<file path="src/hw/rtl/c3f_pkg.sv">
package c3f_pkg;

    // image geometry
    localparam int MAX_WIDTH   = 1024;
    localparam int STORE_DEPTH = 1024;
    localparam int WIDTH_MAX   = (MAX_WIDTH < STORE_DEPTH) ? MAX_WIDTH : STORE_DEPTH;
    localparam int HEIGHT_MAX  = 1024;
    localparam int SIZE_MIN    = 3;
    localparam int ADDR_W      = $clog2(STORE_DEPTH);
    localparam int POS_W       = 10;
    localparam int SIZE_W      = 11;

    // arithmetic widths
    localparam int PIX_W   = 8;
    localparam int COEF_W  = 16;
    localparam int PROD_W  = 24;
    localparam int ACC_W   = 16;
    localparam int BIAS_W  = 11;
    localparam int FRAC_W  = 12;
    localparam int TAPS    = 9;
    localparam int CLAMP_MAX = 255;

    // configuration port
    localparam int CFG_IDX_W  = 3;
    localparam int CFG_DATA_W = 48;

    typedef enum logic [CFG_IDX_W-1:0] {
        CFG_KERNEL_TOP    = 3'd0,
        CFG_KERNEL_MIDDLE = 3'd1,
        CFG_KERNEL_BOTTOM = 3'd2,
        CFG_OFFSET_BIAS   = 3'd3,
        CFG_FRAME_WIDTH   = 3'd4,
        CFG_FRAME_HEIGHT  = 3'd5,
        CFG_COLOR_MODE    = 3'd6
    } t_cfg_idx;

    localparam logic [CFG_DATA_W-1:0] KERNEL_MIDDLE_RST = 48'h0000_1000_0000;
    localparam logic [SIZE_W-1:0]     FRAME_SIZE_RST    = 11'd256;

    // payload of one input beat and one result beat
    typedef struct packed {
        logic [PIX_W-1:0] chan_a;
        logic [PIX_W-1:0] chan_b;
        logic [PIX_W-1:0] chan_c;
    } t_pix_in;

    typedef struct packed {
        logic [PIX_W-1:0] out_a;
        logic [PIX_W-1:0] out_b;
        logic [PIX_W-1:0] out_c;
        logic [POS_W-1:0] out_row;
        logic [POS_W-1:0] out_col;
        logic             frame_last;
    } t_pix_out;

    // window and kernel types, tap t = row*3 + col
    typedef logic [3*PIX_W-1:0]          t_pix24;
    typedef t_pix24 [TAPS-1:0]           t_win;
    typedef logic [TAPS-1:0][PIX_W-1:0]  t_chan_win;
    typedef logic [TAPS-1:0][COEF_W-1:0] t_coef_set;

    // stage load enables for the filter pipeline
    typedef struct packed {
        logic en3;
        logic en4;
        logic en5;
        logic en6;
    } t_stage_en;

    // per item position info that rides along the pipeline
    typedef struct packed {
        logic [POS_W-1:0] row;
        logic [POS_W-1:0] col;
        logic             last;
        logic             rgb;
        logic             interior;
    } t_meta;

    // one tap: (acc*4096 + prod) / 4096, truncated toward zero
    function automatic logic signed [ACC_W-1:0] f_tap(
        input logic signed [ACC_W-1:0]  acc,
        input logic signed [PROD_W-1:0] prod
    );
        logic signed [ACC_W+FRAC_W:0] s;
        logic signed [ACC_W:0]        q;
        s = $signed({acc[ACC_W-1], acc, {FRAC_W{1'b0}}})
            + $signed({{(ACC_W+FRAC_W+1-PROD_W){prod[PROD_W-1]}}, prod});
        q = s[ACC_W+FRAC_W:FRAC_W];
        if (s[ACC_W+FRAC_W] && (s[FRAC_W-1:0] != '0)) begin
            q = q + 17'sd1;
        end
        return q[ACC_W-1:0];
    endfunction

    // add bias and clamp to 0..255
    function automatic logic [PIX_W-1:0] f_clamp(
        input logic signed [ACC_W-1:0]  acc,
        input logic signed [BIAS_W-1:0] bias
    );
        logic signed [ACC_W:0] t;
        t = $signed({acc[ACC_W-1], acc})
            + $signed({{(ACC_W+1-BIAS_W){bias[BIAS_W-1]}}, bias});
        if (t[ACC_W]) begin
            return '0;
        end else if (t > $signed((ACC_W+1)'(CLAMP_MAX))) begin
            return PIX_W'(CLAMP_MAX);
        end else begin
            return t[PIX_W-1:0];
        end
    endfunction

endpackage

</file>
<file path="src/hw/rtl/c3f_chan_mac.sv">
module c3f_chan_mac (
    input  logic                              i_clk,
    input  c3f_pkg::t_stage_en                i_en,
    input  c3f_pkg::t_chan_win                i_win,
    input  c3f_pkg::t_coef_set                i_coef,
    input  logic signed [c3f_pkg::BIAS_W-1:0] i_bias,
    output logic [c3f_pkg::PIX_W-1:0]         o_val
);

    logic signed [c3f_pkg::PIX_W+c3f_pkg::COEF_W:0] w_mul [c3f_pkg::TAPS];
    logic signed [c3f_pkg::PROD_W-1:0] n3_prod [c3f_pkg::TAPS];
    logic signed [c3f_pkg::PROD_W-1:0] r3_prod [c3f_pkg::TAPS];
    logic signed [c3f_pkg::PROD_W-1:0] r4_prod [3:8];
    logic signed [c3f_pkg::PROD_W-1:0] r5_prod [6:8];
    logic signed [c3f_pkg::ACC_W-1:0]  n4_acc;
    logic signed [c3f_pkg::ACC_W-1:0]  r4_acc;
    logic signed [c3f_pkg::ACC_W-1:0]  n5_acc;
    logic signed [c3f_pkg::ACC_W-1:0]  r5_acc;
    logic signed [c3f_pkg::ACC_W-1:0]  w6_acc;
    logic [c3f_pkg::PIX_W-1:0]         n6_val;
    logic [c3f_pkg::PIX_W-1:0]         r6_val;

    // nine pixel by coefficient products
    always_comb begin
        for (int t = 0; t < c3f_pkg::TAPS; t++) begin
            w_mul[t]   = $signed({1'b0, i_win[t]}) * $signed(i_coef[t]);
            n3_prod[t] = w_mul[t][c3f_pkg::PROD_W-1:0];
        end
    end

    always_ff @(posedge i_clk) begin
        if (i_en.en3) begin
            r3_prod <= n3_prod;
        end
    end

    // top row taps
    always_comb begin
        n4_acc = c3f_pkg::f_tap('0, r3_prod[0]);
        n4_acc = c3f_pkg::f_tap(n4_acc, r3_prod[1]);
        n4_acc = c3f_pkg::f_tap(n4_acc, r3_prod[2]);
    end

    always_ff @(posedge i_clk) begin
        if (i_en.en4) begin
            r4_acc <= n4_acc;
            for (int t = 3; t < c3f_pkg::TAPS; t++) begin
                r4_prod[t] <= r3_prod[t];
            end
        end
    end

    // middle row taps
    always_comb begin
        n5_acc = c3f_pkg::f_tap(r4_acc, r4_prod[3]);
        n5_acc = c3f_pkg::f_tap(n5_acc, r4_prod[4]);
        n5_acc = c3f_pkg::f_tap(n5_acc, r4_prod[5]);
    end

    always_ff @(posedge i_clk) begin
        if (i_en.en5) begin
            r5_acc <= n5_acc;
            for (int t = 6; t < c3f_pkg::TAPS; t++) begin
                r5_prod[t] <= r4_prod[t];
            end
        end
    end

    // bottom row taps, bias and clamp
    always_comb begin
        w6_acc = c3f_pkg::f_tap(r5_acc, r5_prod[6]);
        w6_acc = c3f_pkg::f_tap(w6_acc, r5_prod[7]);
        w6_acc = c3f_pkg::f_tap(w6_acc, r5_prod[8]);
        n6_val = c3f_pkg::f_clamp(w6_acc, i_bias);
    end

    always_ff @(posedge i_clk) begin
        if (i_en.en6) begin
            r6_val <= n6_val;
        end
    end

    assign o_val = r6_val;

endmodule

</file>
<file path="config.mk">
export PLATFORM = sky130hd
export DESIGN_NAME = c3f_chan_mac
export DESIGN_NICKNAME = d
export VERILOG_FILES = /design/src/hw/rtl/c3f_pkg.sv /design/src/hw/rtl/c3f_chan_mac.sv
export SDC_FILE = /design/constraint.sdc
export NUM_CORES = 2
export LEC_CHECK = 0
export ABC_AREA = 0
export BUFFER_PORTS_ARGS = -buffer_cell sky130_fd_sc_hd__clkbuf_2
export CAP_MARGIN = 20
export CORE_ASPECT_RATIO = 1.75
export CORE_MARGIN = 2
export CORE_UTILIZATION = 35
export CTS_BUF_LIST = sky130_fd_sc_hd__clkbuf_4
export DETAILED_ROUTE_END_ITERATION = 16
export MAX_ROUTING_LAYER = met4
export SLEW_MARGIN = 20
export SYNTH_ARGS = -nofsm -noshare
export SYNTH_HDL_FRONTEND = slang
export SYNTH_SLANG_ARGS = --single-unit
</file>
<file path="constraint.sdc">
create_clock -name i_clk -period 12 [get_ports i_clk]
set_clock_uncertainty 0.1 [all_clocks]
set_input_delay 2.4 -clock i_clk [delete_from_list [all_inputs] [get_ports i_clk]]
set_output_delay 2.4 -clock i_clk [all_outputs]
set_load 0.005 [all_outputs]
</file>
==> out/summary.txt <==
Relative slew margins -> 32.06%
status -> finished, final reports clean
final WL -> 147300 µm
Yosys cell types -> 95
Main synth FF type -> edfxtp_1
Critical Path AT -> 11.19 ns
drt pass-1 iters -> 7
routed via count -> 44360
Final Max Tran Viols -> 0
Max clock buf depth -> 3
WP buf/inv -> 2
DR WL/cell -> 16.04 µm
yosys warns -> 0
non-filler cells, final -> 9186
flops & latches, synth -> 472
Final setup viols -> 0
slowest CP cell -> o31ai_1
CTS Hold Bufs -> 0
crit-path max FO -> 8
Worst Setup Start Kind -> flop
CTS H-Tree Depth -> 3
Cells after Synth -> 6389
routed vias/inst -> 4.829
final hold violations -> 0
starting density of the core -> 35.17%
Achievable Freq -> 95.15 MHz
largest net degree at the start of global routing -> 77
gr ovfl total -> 0
GPL Wtd Cong -> 0.8667
Num CTS Buffers -> 118
initial antenna violation count -> 26
final net count -> 8390
number of remaining DRC errors -> 0
Worst setup EP type -> flop
vias in the first global route -> 48960
RSZ-0062 raised after global routing -> no
clock sinks -> 472
first-pass GRT wire length -> 245300 µm
Crit Path Class -> flop to flop
Worst EP required -> 12.68 ns
syn_nets -> 8108
die height -> 566.1 µm
Post-Route Setup TNS -> 0 ns
CTS Root Cell -> clkbuf_4
area grow syn2layout -> 8.911%
synth top area cells -> fa_1 (29%), edfxtp_1 (22%), ha_1 (11%)
Tot GR Track Use -> 16.93%
crit-path leading delay family -> compound AO/OA/AOI/OAI gates
async set-reset flop share out of synthesis -> 0%
register area share after synthesis -> 22.43%
Top-Level Pins -> 240
fin crit share -> 87.58%
First DRT Iteration DRCs -> 1583
port bufs -> 239
min-delay worst type -> flop to flop
most used cell, CP -> ha_1
cts repair resizes -> 0
TritonCTS clock tree -> yes
Die Wd -> 325.2 µm
share of the synthesized area in the top cell type -> 28.80%
Post-Synthesis Cell Area -> 63180 µm²
Clk Latency, worst-skew pair -> 1.07 ns
Setup Fix Bufs, Post-CTS -> 0
Avg Cell Area, Syn -> 9.889 µm²
area leader, netlist -> fa_1
Core Box Area -> 179700 µm²
layout cells sized above 1 -> 7.138%
Post-synth EDFFs -> 472
std cell rows -> 206
worst slew pin tran -> 1.019 ns
Hold Slack -> 0.2700 ns
max-cap viol count -> 0
post-DP HPWL -> 124300 µm
fin crit period -> 10.51 ns
clk slew on worst S/H paths -> 0.07 ns
die area -> 184100 µm²
CP peak stage delay -> 0.57 ns
placed cell count -> 8943
Antenna Nets Post-Route -> 0
[placed cells by master, fill, tap and decap left out, types with 40 or more instances in the layout]
cell type  instances
clkbuf_4         162
inv_1           1263
xor2_1            98
o21a_1            54
xnor2_1          293
edfxtp_1         472
nand2_1          589
nor4_1            47
nor3_1            82
and2_1           743
a21o_1            55
clkbuf_2         236
a21oi_1          168
ha_1             578
fa_1             909
nand3_1           89
o21ai_0          114
nor2_1           224
nor2b_1           48
nand2b_1          40
[flip-flops by register name (all words and copies together) (netlist names)]
| signal | cells |
|---|---|
| r3_prod | 216 |
| r4_prod | 144 |
| r5_prod | 72 |
| r4_acc | 16 |
| r5_acc | 16 |
| o_val | 8 |
[kinds of logic after synthesis]
| logic type | share of synthesized area, % |
|---|---|
| buf+inv | 7.998 |
| compound gates | 6.850 |
| mux | 0.1802 |
| xor+xnor | 5.519 |
| simple gates | 16.77 |
| fa+ha+maj | 40.25 |
| flops | 22.43 |
[synth_stat cells (82+ instances only)]
cell         n
inv_1     1263
fa_1       909
and2_1     743
nand2_1    589
ha_1       578
edfxtp_1   472
xnor2_1    293
nor2_1     224
a21oi_1    168
o21ai_0    114
xor2_1      98
nand3_1     89
clkbuf_1    82
nor3_1      82
[cell type report]
type / instances / area, µm²
Antenna cell: 27 / 67.56
Clock buffer: 162 / 1216
Clock inverter: 54 / 406.6
Fill cell: 18040 / 110800
Inverter: 1263 / 4741
Multi-Input combinational cell: 4571 / 43960
Sequential cell: 472 / 14170
Tap cell: 2392 / 2993
Timing Repair Buffer: 245 / 1260
[worst register-to-register path, delay by kind of cell, from the launching register on]
kind,cells,cell delay (ns)
and+or+nand+nor,11,2.87
xor gates and xnor gates,3,0.85
AOI/OAI and AO/OA,18,4.34
DFF,1,0.34
adders and majority gates,5,1.58
buffers and inverters,2,0.16
[per-stage QoR]
stage	area (µm²)	setup WS (ns)	util, %
after floorplan	63180	2.698	-
after global placement	67120	1.781	37.36
after detailed placement	67120	1.566	37.36
after CTS	68750	1.509	38.27
after global routing	68810	0.7573	38.30
final	68810	1.490	38.30
[path summary, 6_finish.rpt]
kind / start / end / slack (ns) / cells after the start
worst min-delay path: r3_prod[10] / r4_prod[0][202] / 0.27 / 0
worst max register to register: r5_prod[6][12] / o_val[5] / 1.49 / 39
worst min register to register: r3_prod[10] / r4_prod[0][202] / 0.27 / 0
worst max-delay path: r5_prod[6][12] / o_val[5] / 1.49 / 39
[metal layers]
metal	wire length (µm)	GRT usage [%]	part of all wire (%)
met5	0	-	0
met4	5078	6.384	3.4
met3	5740	2.643	3.9
met2	85380	33.55	58
met1	51130	16.05	35
Power is left out: the tool's default activity adds up to more than one toggle a clock period on the data nets, which glitch-free logic cannot reach.
